[config.mk]
export PLATFORM = sky130hd
export DESIGN_NAME = ksm_ctrl
export DESIGN_NICKNAME = d
export VERILOG_FILES = /design/src/hw/rtl/ksm_pkg.sv /design/src/hw/rtl/ksm_ctrl.sv
export SDC_FILE = /design/constraint.sdc
export NUM_CORES = 1
export LEC_CHECK = 0
export BUFFER_PORTS_ARGS = -buffer_cell sky130_fd_sc_hd__buf_2
export CAP_MARGIN = 25
export CORE_AREA = 2 2 39 41
export DETAILED_ROUTE_END_ITERATION = 10
export DIE_AREA = 0 0 41 43
export GPL_TIMING_DRIVEN = 0
export PLACE_DENSITY = 0.41
export SYNTH_ARGS = -nofsm -noshare
export SYNTH_HDL_FRONTEND = slang
export SYNTH_SLANG_ARGS = --single-unit
[constraint.sdc]
create_clock -name clk -period 2.3 [get_ports clk]
set_input_delay 0.115 -clock clk [delete_from_list [all_inputs] [get_ports clk]]
set_output_delay 0.115 -clock clk [all_outputs]
set_load 0.02 [all_outputs]
[src/hw/rtl/ksm_pkg.sv]
// ----------------------------------------------------------------------------
// ksm_pkg: shared types and codes for the k-way sorted merge core
// Item structs for both channels, command and status codes, and the
// control/status bundles between the controller and the datapath.
// ----------------------------------------------------------------------------
package ksm_pkg;

    // Fixed field widths of the channel items
    localparam int IDX_W   = 3;
    localparam int FIELD_W = 16;

    // Command codes
    localparam logic CMD_PUSH = 1'b0;
    localparam logic CMD_POP  = 1'b1;

    // Result status codes
    localparam logic [1:0] STAT_OK    = 2'd0;
    localparam logic [1:0] STAT_EMPTY = 2'd1;
    localparam logic [1:0] STAT_DROP  = 2'd2;

    // Input item
    typedef struct packed {
        logic                      command;
        logic [IDX_W-1:0]          list_index;
        logic signed [FIELD_W-1:0] value;
    } in_item_t;

    // Result item
    typedef struct packed {
        logic signed [FIELD_W-1:0] result_value;
        logic [1:0]                status;
        logic                      was_last;
    } out_item_t;

    // Controller to datapath commands
    typedef struct packed {
        logic exec;     // execute the item on the input port this cycle
        logic refill;   // load the fetched head into the head register
    } ctrl_cmd_t;

    // Datapath to controller status
    typedef struct packed {
        logic refill_needed;   // the pop being executed leaves its list non-empty
    } dp_status_t;

endpackage

[src/hw/rtl/ksm_ctrl.sv]
// ----------------------------------------------------------------------------
// ksm_ctrl: sequencer of the k-way sorted merge core
// Handles both handshakes, issues execute and refill commands and owns the
// valid bit of the result register.
// ----------------------------------------------------------------------------
module ksm_ctrl
(
    input  logic                clk,
    input  logic                rst_n,
    input  logic                cmd_valid,
    output logic                cmd_stall,
    output logic                rsp_valid,
    input  logic                rsp_stall,
    output ksm_pkg::ctrl_cmd_t  cmd,
    input  ksm_pkg::dp_status_t stat
);

    typedef enum logic [1:0] {
        S_IDLE   = 2'b01,
        S_REFILL = 2'b10
    } state_t;

    state_t state_reg;
    state_t state_next;
    logic   rsp_valid_reg;
    logic   rsp_valid_next;
    logic   accept;

    // Take an item when idle and the result register is free or draining
    assign cmd_stall = (state_reg != S_IDLE) || (rsp_valid_reg && rsp_stall);
    assign accept    = cmd_valid && !cmd_stall;

    assign cmd.exec   = accept;
    assign cmd.refill = (state_reg == S_REFILL);
    assign rsp_valid  = rsp_valid_reg;

    // Next state
    always_comb
    begin
        state_next = state_reg;
        case (state_reg)
            S_IDLE:
            begin
                if (accept && stat.refill_needed)
                begin
                    state_next = S_REFILL;
                end
            end
            S_REFILL:
            begin
                state_next = S_IDLE;
            end
            default:
            begin
                state_next = S_IDLE;
            end
        endcase
    end

    // Result valid: set on execute, cleared when taken
    always_comb
    begin
        rsp_valid_next = rsp_valid_reg;
        if (accept)
        begin
            rsp_valid_next = 1'b1;
        end
        else if (!rsp_stall)
        begin
            rsp_valid_next = 1'b0;
        end
    end

    always_ff @(posedge clk or negedge rst_n)
    begin
        if (!rst_n)
        begin
            state_reg     <= S_IDLE;
            rsp_valid_reg <= 1'b0;
        end
        else
        begin
            state_reg     <= state_next;
            rsp_valid_reg <= rsp_valid_next;
        end
    end

    // Refill state lasts exactly one cycle
    a_refill_one_cycle: assert property (@(posedge clk) disable iff (!rst_n)
        state_reg == S_REFILL |=> state_reg == S_IDLE)
        else $error("refill state held longer than one cycle");

    // Refill only follows an accepted pop that left its list non-empty
    a_refill_cause: assert property (@(posedge clk) disable iff (!rst_n)
        state_reg == S_REFILL |-> $past(accept && stat.refill_needed))
        else $error("refill entered without a pop needing it");

    // No item taken while a head refill is pending
    a_no_accept_refill: assert property (@(posedge clk) disable iff (!rst_n)
        state_reg == S_REFILL |-> cmd_stall)
        else $error("item accepted during refill");

    // A new result only appears after an accepted item
    a_result_cause: assert property (@(posedge clk) disable iff (!rst_n)
        $rose(rsp_valid_reg) |-> $past(accept))
        else $error("result valid without an accepted item");

endmodule

==> flow_summary.toml, run 1 <==
[run_status]
status = "finished clean"

[global_routing]
grt_pass1_vias = 125
maximum_number_of_pins_on_one_net_before_global_route_repair = 6
grt_pass1_wl_um = 496
grt_overflow_total = 0
antenna_violations_before_repair = 0
grt_use_total_pct = 5.43

[floorplan]
ioPinCount = 9
initial_standard_cell_utilization_of_the_core_pct = 10.5
die-width_um = 41
die_h_um = 43
core_area_sq_um = 1380
num_rows = 14
die_area_sq_um = 1760

[clocking]
max-clock-path-buffers = 2
tritoncts_clock_tree = "done"
cts_setup_buffers = 0
cts_max_level = 1
clk_pin_slew_worst_paths_ns = 0.04
clk_latency_ns = 0.23
clock-sinks = 3
clk_root_buffer_cell = "sky130_fd_sc_hd__clkbuf_4"
post_cts.resized_instances = 0
num_cts_buffers = 3

[power]
power-per-cell-area_nw_per_um2 = 785
p_seq_share_pct = 32.5
fin_total_pwr_mw = 0.190
internal_power_mw = 0.141
total_switching_power_mw = 0.0488
power.leakage_nw = 0.131
p_sw_share_pct = 25.7
power.combinational.fraction_pct = 19.7
worst_ir_drop_vdd_mv = 0.214
clock_share_of_power_pct = 47.8

[worst_setup_path]
worst_setup_path_end_kind = "output pin"
critical_path.slowest_cell = "sky130_fd_sc_hd__dfstp_2"
setup.worst_path.class = "reg -> out"
slowest_delay_ns = 0.51
cp_data_arrival_time_ns = 1.33
critPathRequiredTime_ns = 2.18
start_kind = "flop"
critical_path_cell_by_cell = "nor2b_4 -> and3_2 -> buf_4 -> buf_2"
timing.critical_path.fanout_max = 5

[placement]
placer_congestion = 0.561
detailed_place_hpwl_um = 256
place_inst = 36
placement.setup.worst_slack_ns = 1.10
placement.io_buffers = 8

[layout]
number_of_antenna_repair_diodes = 0
layout_commonest_cell = "sky130_fd_sc_hd__buf_2"
nNetsFinal = 31
post_synthesis_to_final_layout_area_growth_pct = 66.4
post-route-util_pct = 17.5
share_of_layout_cells_above_drive_strength_1_pct = 64.0
largest_reg_flops = 2
finalNonFillerCells = 41
layout_common_cells = "8 x sky130_fd_sc_hd__buf_2, 3 x sky130_fd_sc_hd__clkbuf_4, 2 x sky130_fd_sc_hd__nand2_1, 2 x sky130_fd_sc_hd__dfrtp_1"

[worst_hold_path]
timing.hold.worst.class = "in -> reg"

[timing]
final_max_slew_viol_count = 0
worst-slew-pin-transition_ns = 0.116
fin_skew_ns = 0.00246
fmax_mhz = 694
setup_tns_ns = 0
layout_worst_path_cycle_share_pct = 62.6
slew-limit-headroom_pct = 92.2
rsz0062_at_grt = "false"
setup_violations = 0
final.min_clock_period_ns = 1.44
finalHoldViolations = 0
final.setup.worst_slack_ns = 0.859

[run]
drv_cap = 0

[synth]
portion_of_the_post_synthesis_area_used_by_sequential_elements_pct = 52.6
synthesis.area_sq_um = 145
yosys_warnings = 0
ys_ff_latch = 3
syn_inst = 12
synthesized_nets = 17
synthDistinctLibCells = 10
avgSynthCellArea_sq_um = 12.1

[drt]
vias_per_cell = 3.27
drt_pre_antenna_iters = 2
final_antenna_net_count = 0
totalWireLength_um = 326
detailedRoute.firstIterationViolations = 1
route.detailed.wl_per_inst_um = 7.95
route.vias.total = 134
remaining_drc_errors = 0
[worst paths after layout]
check | from | cells past startpoint | slack, ns | end
max | state_reg[0] | 4 | 0.86 | cmd[1]
max reg2reg | state_reg[0] | 2 | 1.37 | state_reg[1]
min in group asynchronous | rst_n | 2 | 0.21 | rsp_valid
max in group asynchronous | rst_n | 2 | 1.90 | state_reg[0]
min | stat | 2 | 0.07 | state_reg[0]
min reg2reg | state_reg[1] | 2 | 0.54 | state_reg[0]
[Yosys cell counts]
cell	count	area share [%]
sky130_fd_sc_hd__nand2_1	2	5.2
sky130_fd_sc_hd__nor2b_4	1	9.5
sky130_fd_sc_hd__and2b_2	1	6.0
sky130_fd_sc_hd__dfstp_2	1	18
sky130_fd_sc_hd__a22o_1	1	6.0
sky130_fd_sc_hd__buf_4	1	5.2
sky130_fd_sc_hd__and4_1	1	6.0
sky130_fd_sc_hd__nand4_1	1	4.3
sky130_fd_sc_hd__and3_2	1	5.2
sky130_fd_sc_hd__dfrtp_1	2	34
[layer usage]
layer	part of all wire (%)	up-vias	track usage [%]
li1	-	70	-
met1	49	53	5.83
met2	28	9	3.75
met3	20	2	6.28
met4	1.8	0	8.00
met5	0	-	0
[through the flow]
step                hold WS [ns]  cell area (sq um)
global route              0.0542                241
finish                    0.0662                241
floorplan                 -0.181                145
detailed placement       -0.0849                205
CTS                       0.0561                241
global placement         -0.0896                205
[what timing repair did]
| item | 4_1_cts | 5_1_grt |
|---|---|---|
| hold buffers | 1 | 0 |
| endpoints found under the setup margin | 0 | 0 |
| hold endpoints to repair | 3 | 0 |
[power groups by stage]
stage / logic [mW] / registers (mW) / clock network [mW]
6_report: 0.0373 / 0.0616 / 0.0907
5_1_grt: 0.0420 / 0.0621 / 0.103
4_1_cts: 0.0376 / 0.0616 / 0.0963
3_5_place_dp: 0.0362 / 0.0622 / 0
3_3_place_gp: 0.0357 / 0.0618 / 0
2_1_floorplan: 0.0205 / 0.0644 / 0
[logic make-up after synthesis]
kind of cell	share of synthesized area [%]
compound gates	6.04
simple gates	36.2
flops	52.6
buf+inv	5.17
[cell type report]
class                   instances  area [sq um]
plain buffers                   1          7.51
clock buffers                   4          26.3
flip-flops and latches          3          76.3
repair buffers                  9          50.0
fillers                       153          1140
well taps                      16          20.0
multi-input cells               8          61.3
[worst max-delay path, delay by kind of cell (launching register included)]
family                 cells  cell delay, ns
flip-flops                 1            0.51
AND/OR/NAND/NOR            2            0.34
buffers and inverters      2            0.24
Note: power is estimated with default switching activity, not from simulation.
==> run 2, diff against run 1 <==
Settings changed: PLACE_DENSITY 0.41 to 0.42.
Clock period 2.3 ns to 1.2 ns, I/O delays scaled along.
==> flow_summary.toml, run 2 (same netlist as run 1, synthesis figures left out) <==
[worst_hold_path]
hold_path_cells = 2
timing.hold.worst.class = "in -> reg"
min_delay_worst_endpoint = "state_reg[0]"
hold_path_startpoint = "cmd_valid"

[global_routing]
grt_overflow_total = 0
antenna_violations_before_repair = 0
maximum_number_of_pins_on_one_net_before_global_route_repair = 5
grt_pass1_wl_um = 600
grt_use_total_pct = 5.64
grt_pass1_vias = 164

[layout]
number_of_antenna_repair_diodes = 0
layout_commonest_cell = "sky130_fd_sc_hd__buf_2"
nNetsFinal = 33
largest_reg_flops = 2
post_synthesis_to_final_layout_area_growth_pct = 94.0
finalNonFillerCells = 43
layout_common_cells = "6 x sky130_fd_sc_hd__buf_2, 3 x sky130_fd_sc_hd__clkbuf_4, 3 x sky130_fd_sc_hd__buf_6, 2 x sky130_fd_sc_hd__dlygate4sd3_1, 2 x sky130_fd_sc_hd__dfrtp_1"
postLayoutCellArea_sq_um = 282
share_of_layout_cells_above_drive_strength_1_pct = 66.7
filler_cell_count = 167

[worst_setup_path]
worst-path-buf-inv = 1
cpLargestDelayFamily = "flip-flops"
timing.critical_path.fanout_max = 2
timing.rr.start = "state_reg[0]"
regToRegSetupSlack_ns = 0.08
start_kind = "flop"
worst_setup_path_end_kind = "output pin"
reg2reg_depth = 4
timing.rr.end = "state_reg[1]"
critical_path_cell_by_cell = "nor2b_4 -> and3_4 -> buf_6"
critical_path.slowest_cell = "sky130_fd_sc_hd__dfstp_2"
crit_path_start = "state_reg[0]"
critPathRequiredTime_ns = 1.14
cp_data_arrival_time_ns = 1.19
slowest_delay_ns = 0.51
setup.worst_path.class = "reg -> out"

[drt]
final_antenna_net_count = 0
drt_pre_antenna_iters = 2
detailedRoute.firstIterationViolations = 6
totalWireLength_um = 416
vias_per_cell = 3.47
route.vias.total = 149
route.detailed.wl_per_inst_um = 9.67
remaining_drc_errors = 0

[timing]
rsz0062_at_grt = "true"
fmax_mhz = 800
finalHoldViolations = 0
final.min_clock_period_ns = 1.25
slew-limit-headroom_pct = 90.2
layout_worst_path_cycle_share_pct = 104
setup_tns_ns = -0.0878
setup_violations = 2
final_max_slew_viol_count = 0
fin_skew_ns = 0.00246
final.setup.worst_slack_ns = -0.0500
worst-slew-pin-transition_ns = 0.146

[clocking]
num_cts_buffers = 3
cts_max_level = 1
clk_root_buffer_cell = "sky130_fd_sc_hd__clkbuf_4"
tritoncts_clock_tree = "done"
clk_latency_ns = 0.23
clock-sinks = 3
max-clock-path-buffers = 2
clk_pin_slew_worst_paths_ns = 0.04

[placement]
dpl_cell_area_sq_um = 205
placement.io_buffers = 8
place_inst = 36
placer_congestion = 0.562

[floorplan]
core_area_sq_um = 1380
die_area_sq_um = 1760
die-width_um = 41
num_rows = 14
initial_standard_cell_utilization_of_the_core_pct = 10.5
die_h_um = 43
ioPinCount = 9

[power]
power-per-cell-area_nw_per_um2 = 1400
power.leakage_nw = 0.144
worst_ir_drop_vdd_mv = 0.348

[run]
drv_cap = 0

[run_status]
failed_checks = "negative setup slack"
status = "complete, but fails checks"
## run 2: cell types whose count changed in the layout (fill, tap and decap cells not counted)
cell / change
sky130_fd_sc_hd__and3_2: -1
sky130_fd_sc_hd__and3_4: +1
sky130_fd_sc_hd__buf_2: -2
sky130_fd_sc_hd__buf_6: +3
sky130_fd_sc_hd__dlygate4sd3_1: +1
sky130_fd_sc_hd__nand2_1: -1
sky130_fd_sc_hd__nand2_2: +1
## run 2: metrics by stage
step	power (mW)	hold WS, ns	setup slack [ns]	util, %
finish	0.394	0.0283	-0.0500	20.3
global route	0.416	0.0266	-0.104	20.3
CTS	0.404	0.00977	-0.0583	20.2
detailed placement	0.189	-0.142	0.0421	14.8
global placement	0.187	-0.145	0.0601	14.8
floorplan	0.163	-0.236	0.189	-
## run 2: power by group
part	leakage, nW	internal [mW]	switching [mW]
combinational	0.0933	0.0556	0.0462
sequential	0.0354	0.112	0.00601
clock	0.0150	0.124	0.0496
## run 2: worst max-delay path by stage
stage	to	slack, ns	cells after the start
final	cmd[1]	-0.05	3
after floorplan	cmd[1]	0.19	3
after CTS	cmd[1]	-0.06	3
after global routing	cmd[1]	-0.10	3
after global placement	cmd[1]	0.06	4
after detailed placement	cmd[1]	0.04	4
## run 2: layer usage
metal  vias to the layer above  part of all wire, %  track usage, %
met3                         0                   16            3.66
met5                         -                    0               0
met2                         9                   44            7.81
met4                         0                    0            6.00
li1                         71                    -               -
met1                        69                   41            4.87
## run 2: layout make-up
| cell class | count | area (sq um) | share of cell area, % |
|---|---|---|---|
| Multi-Input combinational cell | 8 | 67.6 | 24.0 |
| Timing Repair Buffer | 12 | 91.3 | 32.4 |
| Sequential cell | 3 | 76.3 | 27.1 |
| Tap cell | 16 | 20.0 | 7.11 |
| Clock buffer | 4 | 26.3 | 9.33 |
## run 2: worst reg2reg max path, delay by kind of cell (launching register included)
family                 cells  cell delay, ns
buffers and inverters      2            0.21
DFF                        1            0.51
and+or+nand+nor            2            0.33
## run 2: what timing repair did
item	in CTS	in global routing
hold endpoints to repair	4	0
pin swaps	1	0
hold buffers	2	0
resized for setup	6	1
endpoints found under the setup margin	2	2
buffers inserted	2	0
